File: config.mk
export PLATFORM = sky130hd
export DESIGN_NAME = cc20_finalize
export DESIGN_NICKNAME = d
export VERILOG_FILES = /design/src/rtl/core/cc20_pkg.sv /design/src/rtl/core/cc20_finalize.sv
export SDC_FILE = /design/constraint.sdc
export NUM_CORES = 2
export LEC_CHECK = 0
export BUFFER_PORTS_ARGS = -buffer_cell sky130_fd_sc_hd__buf_4
export CORE_AREA = 10 10 541 543
export CTS_CLUSTER_SIZE = 12
export DETAILED_ROUTE_END_ITERATION = 8
export DIE_AREA = 0 0 551 553
export PLACE_DENSITY = 0.3
export SLEW_MARGIN = 20
export SYNTH_ARGS = -nofsm -noshare
export SYNTH_HDL_FRONTEND = slang
export SYNTH_SLANG_ARGS = --single-unit
File: constraint.sdc
create_clock -name clk -period 0.89 [get_ports clk]
set_input_delay 0.0445 -clock clk [delete_from_list [all_inputs] [get_ports clk]]
set_output_delay 0.0445 -clock clk [all_outputs]
set_load 0.005 [all_outputs]
File: src/rtl/core/cc20_pkg.sv
// ----------------------------------------------------------------------------
// ChaCha20 keystream package
// Shared types, register indexes and the state setup used by the pipeline.
// ----------------------------------------------------------------------------
package cc20_pkg;

	localparam int DOUBLE_ROUNDS = 10;
	// Every double round is a column round and a diagonal round, each split
	// into two half quarter-round stages.
	localparam int NUM_STAGES = 4 * DOUBLE_ROUNDS;

	localparam logic [31:0] SIGMA0 = 32'h6170_7865;
	localparam logic [31:0] SIGMA1 = 32'h3320_646e;
	localparam logic [31:0] SIGMA2 = 32'h7962_2d32;
	localparam logic [31:0] SIGMA3 = 32'h6b20_6574;

	localparam logic [6:0] MAX_BYTES = 7'd64;

	localparam int CFG_INDEX_W = 3;
	localparam logic [CFG_INDEX_W-1:0] CFG_KEY_WORD0  = 3'd0;
	localparam logic [CFG_INDEX_W-1:0] CFG_KEY_WORD1  = 3'd1;
	localparam logic [CFG_INDEX_W-1:0] CFG_KEY_WORD2  = 3'd2;
	localparam logic [CFG_INDEX_W-1:0] CFG_KEY_WORD3  = 3'd3;
	localparam logic [CFG_INDEX_W-1:0] CFG_NONCE_LOW  = 3'd4;
	localparam logic [CFG_INDEX_W-1:0] CFG_NONCE_HIGH = 3'd5;

	typedef logic [15:0][31:0] state_t;

	typedef struct packed {
		logic [31:0] block_counter;
		logic [6:0]  valid_bytes;
	} cmd_t;

	typedef struct packed {
		logic [63:0] stream_word0;
		logic [63:0] stream_word1;
		logic [63:0] stream_word2;
		logic [63:0] stream_word3;
		logic [63:0] stream_word4;
		logic [63:0] stream_word5;
		logic [63:0] stream_word6;
		logic [63:0] stream_word7;
		logic [6:0]  bytes_valid;
	} ks_t;

	typedef struct packed {
		logic [7:0][31:0] key;
		logic [2:0][31:0] nonce;
	} cfg_t;

	typedef struct packed {
		state_t      state;
		logic [31:0] counter;
		logic [6:0]  count;
	} pipe_t;

	// Word index of one quarter-round operand. Role 0..3 selects a, b, c, d.
	// The diagonal round shifts row r of the matrix by r lanes.
	function automatic logic [3:0] qr_index(input logic diag, input logic [1:0] lane,
		input logic [1:0] role);
		logic [1:0] col;
		begin
			col = lane + (diag ? role : 2'd0);
			return {role, col};
		end
	endfunction

	function automatic state_t init_state(input cfg_t cfg, input logic [31:0] counter);
		state_t s;
		begin
			s[0] = SIGMA0;
			s[1] = SIGMA1;
			s[2] = SIGMA2;
			s[3] = SIGMA3;
			for (int i = 0; i < 8; i++) begin
				s[4 + i] = cfg.key[i];
			end
			s[12] = counter;
			s[13] = cfg.nonce[0];
			s[14] = cfg.nonce[1];
			s[15] = cfg.nonce[2];
			return s;
		end
	endfunction

endpackage

File: src/rtl/core/cc20_finalize.sv
// ----------------------------------------------------------------------------
// ChaCha20 finalize stage
// Adds the initial state back, packs little-endian words and masks unused bytes.
// ----------------------------------------------------------------------------
module cc20_finalize (
	input  logic            clk,
	input  logic            arst_n,
	input  logic            en,
	input  cc20_pkg::cfg_t  cfg,
	input  logic            valid_in,
	input  cc20_pkg::pipe_t data_in,
	output logic            valid_out,
	output cc20_pkg::ks_t   data_out
);
	import cc20_pkg::*;

	state_t            init;
	state_t            sum;
	logic [7:0][63:0]  words;
	ks_t               nxt;
	logic              valid_q;
	ks_t               data_q;

	// The user must not change the key and nonce while a block is in flight
	// (the block does not enforce this); the initial state is rebuilt here from the live registers.
	assign init = init_state(cfg, data_in.counter);

	always_comb begin
		logic [63:0] pair;
		for (int i = 0; i < 16; i++) begin
			sum[i] = data_in.state[i] + init[i];
		end
		for (int w = 0; w < 8; w++) begin
			pair = {sum[2*w+1], sum[2*w]};
			for (int b = 0; b < 8; b++) begin
				words[w][8*b +: 8] = (7'(8*w + b) < data_in.count) ? pair[8*b +: 8] : 8'h00;
			end
		end
		nxt.stream_word0 = words[0];
		nxt.stream_word1 = words[1];
		nxt.stream_word2 = words[2];
		nxt.stream_word3 = words[3];
		nxt.stream_word4 = words[4];
		nxt.stream_word5 = words[5];
		nxt.stream_word6 = words[6];
		nxt.stream_word7 = words[7];
		nxt.bytes_valid  = data_in.count;
	end

	always_ff @(posedge clk or negedge arst_n) begin
		if (!arst_n) begin
			valid_q <= 1'b0;
		end else if (en) begin
			valid_q <= valid_in;
		end
	end

	always_ff @(posedge clk) begin
		if (en) begin
			data_q <= nxt;
		end
	end

	assign valid_out = valid_q;
	assign data_out  = data_q;

endmodule
; ---- Word-level counts from Yosys, hierarchy flattened
; Index checks and enable logic that the tools add are counted.
[word_totals]
in_bits = 907
word_cells = 146
output_inout_bits = 520
reg_bits = 520
[classes]
magnitude_cmp = 64
n_addsub = 16
[ops]
columns = op, count
row1 = $add 32x32->32, 12
row2 = $lt 6x7->1 const A, 32
row3 = $lt 5x7->1 const A, 16
row4 = $add 32x31->32 const B, 3
row5 = $lt 4x7->1 const A, 8
row6 = $add 32x30->32 const B, 1
row7 = $lt 3x7->1 const A, 4
row8 = $lt 1x7->1 const A, 2
row9 = $lt 2x7->1 const A, 2

; ---- Depth between registers and ports, before layout
[logic_depth]
depth_word = 1
depth_mapped = 11
ltp_nobuf = 11

; ---- Worst setup path after synthesis
; Ideal clock, no wire load.
[synth_path]
path_type = input to register
from = in cfg[128] (netlist bit)
to = reg data_q (netlist bit data_out[385]) (data pin)
setup_time_ns = 0.262
t_arrival_ns = 2.493
cell_stages = 11
path_slack_ns = -1.865
t_required_ns = 0.628
n_path_buf = 0
cell_sequence = ha_1 fa_1 a211oi_2 o21bai_1 o211ai_1 a21boi_1 or3_1 a31o_2 a221oi_2 xor2_1 nor2_1
[synth_between]
elab_chain_len = 1
[synth_rtl]
columns = item, line_no
row1 = "start, declared", cc20_finalize.sv:9  ; input cc20_pkg::cfg_t cfg,
row2 = $add 32x32->32, cc20_finalize.sv:31  ; sum[i] = data_in.state[i] + init[i];
row3 = "end signal, assigned", cc20_finalize.sv:60  ; data_q <= nxt;
row4 = "end, declared", cc20_finalize.sv:22  ; ks_t data_q;
; Every way passes these cells.
; A chain may end at the register's enable or synchronous reset.

; ---- Final worst setup path
[layout_path]
from = in data_in[199] (netlist bit)
to = reg data_q (netlist bit data_out[389]) (data pin)
[layout_between]
elab_chain_len = 1
[layout_rtl]
columns = item, line_no
row1 = "start, declared", cc20_finalize.sv:11  ; input cc20_pkg::pipe_t data_in,
row2 = $add 32x32->32, cc20_finalize.sv:31
; Every way passes these cells.

==> results.yml <==
worst_setup_path:
  cp.arrival_ps: 2620
  crit_type: "input port to flop"
  worst_setup_path_end_kind: "flop"
  required_ps: 1420
  cp_slowest_cell: "fa_2"
  cp_top_family: "compound AO/OA/AOI/OAI gates"
  cp_cell_sequence: "buf_8, ha_4, fa_2, a211oi_4, o21bai_2, o211ai_1, buf_4, a21boi_4, or3_4, a31o_4, a221oi_4, o211a_1, nor3_1"
  max_stage_delay_ps: 390
  crit_fanout: 4
  critical_path_buf_inv_count: 2
  worstReg2RegStart: "valid_out$_DFFE_PN0P_"
  cp-start-kind: "input port"
  crit_path_start: "data_in[199]"
global_routing:
  grt_pass1_vias: 50000
  grt_usage: 0.181
  grt_max_degree: 40
  grt_pass1_wl_mm: 395
  grt_overflow: 0
  antenna_found_initial: 83
sta:
  setup_viol: 1012
  whs_ps: -320
  slew_violations: 0
  worst_slack_ps: -1200
  clock_skew_ps: 0
  period_share: 2.35
  rsz0062_at_grt: "true"
  period_needed_ps: 2090
  hold_viol_final: 55
  tightest_slew_ps: 844
  maxSlewHeadroom: 0.435
  clock.fmax_ghz: 0.479
yosys:
  synth-edff-count: 519
  ys_warn_count: 0
  synth_cells: 4020
  muxShareOfSynthArea: 0.00369
  synth_area_mm2: 0.0390
  synth-seq-cells: 520
  synth_adder_area_share: 0.127
  syn-num-nets: 5315
  synthArstFlopShare: 0.00192
  ys_seq_area_frac: 0.400
  synth_compound_area_frac: 0.213
  synth-main-ff-cell: "edfxtp_1"
  yosysUniqueCellTypes: 97
  synth_top_family_by_area: "compound AO/OA/AOI/OAI gates"
  syn_avg_cell_area_um2: 9.70
  yosys.area_share.simple: 0.160
  yosys.area_share.xor_xnor: 0.0819
die:
  initial_core_util: 0.139
  die_w_um: 551
  num_rows: 195
  fp.dieH_um: 553
  fp.coreArea_mm2: 0.282
  ios: 1427
  dieArea_mm2: 0.305
route:
  drt_iter0_markers: 1880
  vias: 46300
  dr.pass1.iters: 6
  route.detailed.drc: 0
  routedWlPerCell_um: 25.3
  viasPerCell: 4.02
  ant_nets: 0
  wl_mm: 291
run:
  cap_violations: 0
pwr:
  p_leak_uw: 0.0366
  power_uw: 118000
  p_per_area_mw_per_mm2: 1420
  ir_drop_v: 0.00128
place:
  portBuffers: 1426
  dp_hpwl_mm: 251
  globalplace.congestion: 0.854
  dp_worst_setup_slack_ps: -2170
status:
  violations: "hold timing, setup timing"
  status: "finished, violations left"
finish:
  final_cell_mix: "buf_4, dlygate4sd3_1, edfxtp_1"
  fin_nets: 8944
  syn_to_final_growth_pct: 113
  multi_input_comb_area_mm2: 0.0285
  drive_gt1_frac: 0.521
  ff_latch_area_mm2: 0.0156
  fillers: 30100
  final_common_cell: "buf_4"
clocking:
  clockBufferDepth: 4
  htreeDepth: 3
  cts_tree: "done"
  cts_made_buffers: 86
  cts_sinks: 520
  clk_latency_ps: 780
  path_clk_slew_ps: 50
  clockRootBuffer: "clkbuf_16"
hold_path:
  hold_class: "input port to flop"
  hp-start: "data_in[40]"
## repair_timing
action | in CTS | in global routing
pin swaps | 357 | 380
gates resized for setup | 648 | 384
endpoints found under the hold margin | 981 | 132
hold buffers | 540 | 73
setup endpoints to repair | 927 | 1033
buffers inserted | 79 | 96
## cell families after synthesis
kind of cell | Yosys count
adder cells (fa/ha/maj) | 388
AO/OA/AOI/OAI | 1250
flip-flops | 520
buffers and inverters | 153
XOR/XNOR | 365
multiplexers | 14
AND/OR/NAND/NOR | 1330
## worst paths after layout
path	endpoint	slack (ps)	cells after the start
worst min-delay path	data_out[456]$_SDFFCE_PP0P_	-320	3
max in group asynchronous	valid_out$_DFFE_PN0P_	140	4
worst max-delay path	data_out[389]$_SDFFCE_PP0P_	-1200	13
min in group asynchronous	valid_out$_DFFE_PN0P_	640	4
worst min register to register	valid_out$_DFFE_PN0P_	510	1
worst max register to register	valid_out$_DFFE_PN0P_	150	1
## cells in the mapped netlist, types with 57 or more instances
cell type,count,area (um^2)
a21o_1,246,1850
a21oi_1,363,1820
clkbuf_1,60,225
edfxtp_1,519,15600
ha_1,376,4700
inv_1,87,327
nand2_1,247,927
nand3_1,85,425
nor2_1,551,2070
nor2b_1,57,357
nor3_1,102,510
o21a_1,59,443
o21ai_0,180,901
xnor2_1,162,1420
xor2_1,203,1780
## metrics by stage
| step | hold slack [ps] | TNS [ps] | instances | cell area, um^2 | utilization |
|---|---|---|---|---|---|
| after floorplan | -251 | -414130 | 4020 | 42000 | - |
| after global placement | -178 | -717930 | 10600 | 69100 | 0.246 |
| after detailed placement | -178 | -716860 | 10600 | 69100 | 0.246 |
| after CTS | -397 | -574130 | 11400 | 80700 | 0.287 |
| after global routing | -377 | -572150 | 11500 | 83000 | 0.295 |
| final | -320 | -514690 | 11500 | 83100 | 0.295 |
## cell type report
cell class / count / area share
Antenna cell: 43 / 0.00130
Clock buffer: 106 / 0.0273
Clock inverter: 47 / 0.00571
Inverter: 87 / 0.00414
Multi-Input combinational cell: 3347 / 0.343
Sequential cell: 520 / 0.188
Tap cell: 3743 / 0.0564
Timing Repair Buffer: 3607 / 0.374
## flip-flops by register name, summed over array words and instances, names as in the netlist
| name | cells |
|---|---|
| valid_out | 1 |
| data_out | 519 |
## per-layer routing
metal,vias up,GRT usage,wire length [um]
li1,22400,-,-
met1,22300,0.203,113000
met2,1263,0.327,146000
met3,257,0.0622,24500
met4,54,0.0434,6300
met5,-,0,355
## report_power, final
part | total, uW | leakage (uW) | internal (uW) | switching [uW]
Clock | 34400 | 0.00133 | 20600 | 13700
Combinational | 50100 | 0.0302 | 26900 | 23300
Sequential | 33300 | 0.00506 | 31300 | 1980
Total | 118000 | 0.0366 | 78800 | 39000
(Power assumes the default switching activity.)
