==> config.mk <==
export PLATFORM = sky130hd
export DESIGN_NAME = cc20_half_round
export DESIGN_NICKNAME = d
export VERILOG_FILES = /design/src/rtl/core/cc20_pkg.sv /design/src/rtl/core/cc20_half_round.sv
export SDC_FILE = /design/constraint.sdc
export NUM_CORES = 2
export LEC_CHECK = 0
export BUFFER_PORTS_ARGS = -buffer_cell sky130_fd_sc_hd__buf_2
export CAP_MARGIN = 20
export CORE_AREA = 2 2 435 437
export CTS_BUF_LIST = sky130_fd_sc_hd__clkbuf_4 sky130_fd_sc_hd__clkbuf_8
export DETAILED_ROUTE_END_ITERATION = 10
export DIE_AREA = 0 0 437 439
export SKIP_CTS_REPAIR_TIMING = 1
export SLEW_MARGIN = 20
export SYNTH_ARGS = -nofsm -noshare
export SYNTH_HDL_FRONTEND = slang
export SYNTH_SLANG_ARGS = --single-unit
==> constraint.sdc <==
create_clock -name clk -period 1.32 [get_ports clk]
set_input_delay 0.264 -clock clk [delete_from_list [all_inputs] [get_ports clk]]
set_output_delay 0.264 -clock clk [all_outputs]
set_load 0.03 [all_outputs]
==> src/rtl/core/cc20_pkg.sv <==
// ----------------------------------------------------------------------------
// ChaCha20 keystream package
// Shared types, register indexes and the state setup used by the pipeline.
// ----------------------------------------------------------------------------
package cc20_pkg;

	localparam int DOUBLE_ROUNDS = 10;
	// Every double round is a column round and a diagonal round, each split
	// into two half quarter-round stages.
	localparam int NUM_STAGES = 4 * DOUBLE_ROUNDS;

	localparam logic [31:0] SIGMA0 = 32'h6170_7865;
	localparam logic [31:0] SIGMA1 = 32'h3320_646e;
	localparam logic [31:0] SIGMA2 = 32'h7962_2d32;
	localparam logic [31:0] SIGMA3 = 32'h6b20_6574;

	localparam logic [6:0] MAX_BYTES = 7'd64;

	localparam int CFG_INDEX_W = 3;
	localparam logic [CFG_INDEX_W-1:0] CFG_KEY_WORD0  = 3'd0;
	localparam logic [CFG_INDEX_W-1:0] CFG_KEY_WORD1  = 3'd1;
	localparam logic [CFG_INDEX_W-1:0] CFG_KEY_WORD2  = 3'd2;
	localparam logic [CFG_INDEX_W-1:0] CFG_KEY_WORD3  = 3'd3;
	localparam logic [CFG_INDEX_W-1:0] CFG_NONCE_LOW  = 3'd4;
	localparam logic [CFG_INDEX_W-1:0] CFG_NONCE_HIGH = 3'd5;

	typedef logic [15:0][31:0] state_t;

	typedef struct packed {
		logic [31:0] block_counter;
		logic [6:0]  valid_bytes;
	} cmd_t;

	typedef struct packed {
		logic [63:0] stream_word0;
		logic [63:0] stream_word1;
		logic [63:0] stream_word2;
		logic [63:0] stream_word3;
		logic [63:0] stream_word4;
		logic [63:0] stream_word5;
		logic [63:0] stream_word6;
		logic [63:0] stream_word7;
		logic [6:0]  bytes_valid;
	} ks_t;

	typedef struct packed {
		logic [7:0][31:0] key;
		logic [2:0][31:0] nonce;
	} cfg_t;

	typedef struct packed {
		state_t      state;
		logic [31:0] counter;
		logic [6:0]  count;
	} pipe_t;

	// Word index of one quarter-round operand. Role 0..3 selects a, b, c, d.
	// The diagonal round shifts row r of the matrix by r lanes.
	function automatic logic [3:0] qr_index(input logic diag, input logic [1:0] lane,
		input logic [1:0] role);
		logic [1:0] col;
		begin
			col = lane + (diag ? role : 2'd0);
			return {role, col};
		end
	endfunction

	function automatic state_t init_state(input cfg_t cfg, input logic [31:0] counter);
		state_t s;
		begin
			s[0] = SIGMA0;
			s[1] = SIGMA1;
			s[2] = SIGMA2;
			s[3] = SIGMA3;
			for (int i = 0; i < 8; i++) begin
				s[4 + i] = cfg.key[i];
			end
			s[12] = counter;
			s[13] = cfg.nonce[0];
			s[14] = cfg.nonce[1];
			s[15] = cfg.nonce[2];
			return s;
		end
	endfunction

endpackage

==> src/rtl/core/cc20_half_round.sv <==
// ----------------------------------------------------------------------------
// ChaCha20 half round stage
// Four parallel half quarter-rounds (two adds, two xor-rotates each), registered.
// ----------------------------------------------------------------------------
module cc20_half_round (
	input  logic            clk,
	input  logic            arst_n,
	input  logic            en,
	input  logic            diag,
	input  logic            second_half,
	input  logic            valid_in,
	input  cc20_pkg::pipe_t data_in,
	output logic            valid_out,
	output cc20_pkg::pipe_t data_out
);
	import cc20_pkg::*;

	pipe_t nxt;
	logic  valid_s1;
	pipe_t data_s1;

	always_comb begin
		logic [3:0]  ia, ib, ic, id;
		logic [31:0] a, b, c, d, x, y;
		nxt = data_in;
		for (int lane = 0; lane < 4; lane++) begin
			ia = qr_index(diag, 2'(lane), 2'd0);
			ib = qr_index(diag, 2'(lane), 2'd1);
			ic = qr_index(diag, 2'(lane), 2'd2);
			id = qr_index(diag, 2'(lane), 2'd3);
			a = data_in.state[ia] + data_in.state[ib];
			x = data_in.state[id] ^ a;
			d = second_half ? {x[23:0], x[31:24]} : {x[15:0], x[31:16]};
			c = data_in.state[ic] + d;
			y = data_in.state[ib] ^ c;
			b = second_half ? {y[24:0], y[31:25]} : {y[19:0], y[31:20]};
			nxt.state[ia] = a;
			nxt.state[ib] = b;
			nxt.state[ic] = c;
			nxt.state[id] = d;
		end
	end

	always_ff @(posedge clk or negedge arst_n) begin
		if (!arst_n) begin
			valid_s1 <= 1'b0;
		end else if (en) begin
			valid_s1 <= valid_in;
		end
	end

	always_ff @(posedge clk) begin
		if (en) begin
			data_s1 <= nxt;
		end
	end

	assign valid_out = valid_s1;
	assign data_out  = data_s1;

endmodule

Word level (Yosys, flattened, before mapping)
Index checks and enable logic that the tools add are counted.

cells by class
  shifts and indexed selects = 0
  divide/modulo/power cells = 0
  reductions and logical operators = 12
  equal/unequal tests = 0
  multiplexer cells = 71
  $add $sub $neg = 17
  bitwise gates (word level) = 8
  multiply operators = 0
  order comparisons = 24

operators with widths
  kind                                                                    count
  512-bit bitwise mux                                                     12
  32-bit 2-to-1 mux                                                       32
  32-bit binary-select mux with 2-bit select                              12
  32-bit demux with 2-bit select                                          12
  32-bit adder                                                            8
  32-bit bitwise XOR                                                      8
  4-bit by 5-bit < comparator with 1-bit output (second input constant)   8
  4-bit by 1-bit >= comparator with 1-bit output (second input constant)  8
  3-bit by 5-bit < comparator with 1-bit output (second input constant)   4
  3-bit by 1-bit >= comparator with 1-bit output (second input constant)  4
  1-bit logical AND                                                       12
  2-bit adder (first input constant)                                      5
  1-bit by 2-bit adder with 2-bit output (first input constant)           3
  2-bit 2-to-1 mux                                                        2
  2-bit by 1-bit adder with 2-bit output (first input constant)           1
  1-bit 2-to-1 mux                                                        1

storage, ports and cells
  ROM bits = 0
  register bits = 552
  output and inout port bits = 552
  logic and storage cells = 151
  latch bits = 0
  memories = 0
  bits of input ports = 557
  RAM bits = 0

Logic depth before layout (Yosys ltp)
  word-level depth = 21
  mapped depth = 44
  depth with buffers taken out = 36

Least setup slack after synthesis
Ideal clock, no wire load.

  path kind = in2reg
  start = input diag
  end = register data_s1 (netlist bit data_out[268]) (data pin)
  data required time = 1061 ps
  arrival time = 9628 ps
  setup slack = -8567 ps
  cell stages on the path = 41
  cells stage by stage = buf_2 -> buf_2 -> buf_2 -> buf_1 -> buf_2 -> clkbuf_1 -> clkbuf_1 -> buf_1 -> mux2i_1 -> inv_1 -> ha_1 -> a21o_1 -> a21oi_1 -> o21bai_1 -> a2111oi_0 -> o21ai_0 -> a21oi_1 -> a21oi_1 -> (+5 left out) -> a21oi_1 -> inv_1 -> ha_1 -> and3_1 -> o31ai_1 -> a21oi_1 -> a311o_1 -> a21o_1 -> a21o_1 -> a2111oi_0 -> nor3_1 -> a221o_1 -> a31oi_1 -> o21ai_0 -> xnor2_1 -> xor2_1 -> nor2_1 -> a211o_1

RTL lines
  item                    RTL line               text
  start: declaration      cc20_half_round.sv:9   input logic diag,
  end signal: assignment  cc20_half_round.sv:54  data_s1 <= nxt;
  end: declaration        cc20_half_round.sv:20  pipe_t data_s1;

==> flow_metrics.py <==
metrics = {
    "worst_hold_path": {
        "hold_depth": 3,
        "min_delay_worst_endpoint": "data_out[103]",
        "hp-start": "data_in[103]",
        "min-delay-path-class": "input pin to flop",
    },
    "pwr": {
        "finalPower_mw": 178.5,
        "p_leak_nw": 35.09,
        "p_per_area_mw_per_mm2": 2380,
        "irDropWorstVdd_v": 0.001459,
    },
    "clock_tree": {
        "clock_latency_ps": 860,
        "cts_buffer_depth": 3,
        "root_buffer": "clkbuf_8",
        "cts_made_buffers": 101,
        "cts_tree": "done",
        "clock-sinks": 552,
        "htreeDepth": 3,
        "path_clk_slew_ps": 60,
    },
    "yosys": {
        "yosys-top-cells-area": "edfxtp_1, mux2_2, mux2i_1",
        "synth_top_flop_cell": "edfxtp_1",
        "async_flop_share_pct": 0.1812,
        "yosysTopAreaCell": "edfxtp_1",
        "syn_area_per_cell_sq_um": 10.02,
        "synth-edff-count": 551,
        "syn-cell-area_sq_mm": 0.04420,
        "synthCells": 4410,
        "yosys_register_bits": 552,
        "ys_warn_count": 0,
        "ys_types": 97,
        "synth_top_area_share_pct": 37.43,
        "yosysSeqAreaShare_pct": 37.49,
        "syn_nets": 5217,
    },
    "placed_design": {
        "port-buffer-count": 1108,
        "dp_hpwl_um": 325400,
        "gp_congestion": 1.108,
    },
    "critical_path": {
        "rrSetupSlack_ps": 580,
        "cp-start-kind": "input pin",
        "cp-end-kind": "flop",
        "required_ps": 1990,
        "cpLargestDelayFamily": "compound AO/OA/AOI/OAI gates",
        "rr_worst_depth": 1,
        "cpPeakStageDelay_ps": 580,
        "r2r_end": "valid_out",
        "critPathArrivalTime_ps": 7760,
        "path_max_fanout": 7,
        "critPathSlowestCell": "o41a_1",
        "crit_top_cell": "a21oi_4",
        "r2r-start": "valid_out",
        "timing_worst_setup_path_type": "input pin to flop",
        "path_buf_inv": 5,
    },
    "die": {
        "die-area_sq_mm": 0.1918,
        "design.core.area_sq_mm": 0.1870,
        "io_pins": 1109,
        "die_h_um": 439,
        "rows": 159,
        "fp.dieW_um": 437,
        "initial_core_util_pct": 23.64,
    },
    "sta": {
        "rsz0062_at_grt": "true",
        "period_minus_slack_ps": 7088,
        "maxSlewViolCount": 0,
        "tightest_slew_ps": 910.9,
        "finClkSkew_ps": 0,
        "finalHoldViolations": 5,
        "fin_ws_ps": -5768,
        "max_freq_ghz": 0.1411,
        "min_period_over_period_pct": 537.0,
        "relSlewSlack_pct": 39.27,
        "fin_setup_tns_ps": -1997400,
        "setup_viol": 1056,
        "whs_ps": -131.4,
    },
    "drt": {
        "totalWireLength_um": 365700,
        "num_vias": 51960,
        "via_per_inst": 5.034,
        "ant_nets": 0,
        "dr.first_iter.drc_count": 5619,
        "wire_per_inst_um": 35.42,
        "drt-pass1-iter-count": 6,
        "drc": 0,
    },
    "run_status": {
        "status": "finished, violations left",
        "violations": "negative hold slack, negative setup slack",
    },
    "finish": {
        "syn_to_final_growth_pct": 69.71,
        "utilization_pct": 40.12,
        "nets": 8491,
        "final_cell_mix": "buf_4, buf_2, edfxtp_1, nor2_1, mux2_2",
        "mostFrequentLayoutCell": "buf_4",
        "layout-drive-gt1-share_pct": 54.30,
    },
    "global_routing": {
        "antenna_found_initial": 146,
        "grt_overflow": 0,
        "grt_util_all_layers_pct": 36.38,
        "grt_start_max_net_pins": 71,
        "grt_pass1_wl_um": 460000,
        "grt_pass1_vias": 49440,
    },
    "run": {
        "cap_viol_max_count": 0,
    },
}
[logic make-up (layout without fill, tap and decap cells)]
family / after synthesis / in the layout / synth area share (%)
compound gates: 990 / 990 / 14.44
buf+inv: 319 / 3675 / 2.766
fa+ha+maj: 253 / 253 / 7.266
mux: 674 / 674 / 16.29
simple gates: 1085 / 1085 / 10.75
flops: 552 / 552 / 37.49
xor+xnor: 537 / 537 / 10.99
other cells: 0 / 62 / 0
[cell type report]
type | instances | area (sq um)
fill | 19090 | 112000
multi-input combinational | 3539 | 28800
timing repair buffer | 3365 | 23780
sequential | 552 | 16570
tap | 2495 | 3122
clock buffer | 130 | 1614
clock inverter | 55 | 491.7
inverter | 125 | 485.5
antenna | 62 | 155.1
[cells in the mapped netlist, types with 11 or more instances]
cell type	count
nor2b_1	31
nor2_1	503
or2_2	19
o31ai_1	16
a21o_1	116
nand4_1	25
inv_1	124
ha_1	243
nor3_1	47
o21bai_1	28
buf_1	51
xnor2_1	314
o211ai_1	24
nand2_1	284
buf_2	20
or3_1	11
o21ai_0	219
clkbuf_1	123
a211oi_1	28
a31oi_1	22
o21a_1	46
a21oi_1	314
nand3_1	49
mux2i_1	330
xor2_1	211
and2_1	19
nand2b_1	38
edfxtp_1	551
and3_1	25
o22ai_1	16
a211o_1	16
mux2_2	341
[through the flow]
step	cells	setup slack, ps	hold WS (ps)	cell area (sq um)
after CTS	10160	-6211	-902.7	71990
final	10320	-5768	-131.4	75020
after detailed placement	9978	-7136	39.51	69880
after floorplan	4410	-6331	-31.59	45010
after global routing	10300	-5968	-167.7	74970
after global placement	9978	-7155	39.18	69880
[worst max path at each step]
stage / slack (ps) / depth (start not counted) / start / end
6_report: -5770 / 37 / diag / data_out[274]
5_1_grt: -5970 / 37 / diag / data_out[274]
4_1_cts: -6210 / 37 / diag / data_out[274]
3_5_place_dp: -7140 / 37 / diag / data_out[274]
3_3_place_gp: -7160 / 37 / diag / data_out[274]
2_1_floorplan: -6330 / 40 / diag / data_out[176]
[flip-flops by register name, indices dropped and copies added, names as in the netlist]
name       count
data_out     551
valid_out      1
[power breakdown]
group,internal (mW),switching (mW),total (mW)
sequential,27.2,2.83,30.0
clock,9.47,8.46,17.9
combinational,53.4,77.2,131
[routing by layer]
layer	track usage [%]	wire, um
met4	28.30	32730
met2	57.69	165200
met5	0	238
met1	44.29	143700
met3	5.453	23880
Note: power is estimated with default switching activity, not from simulation.
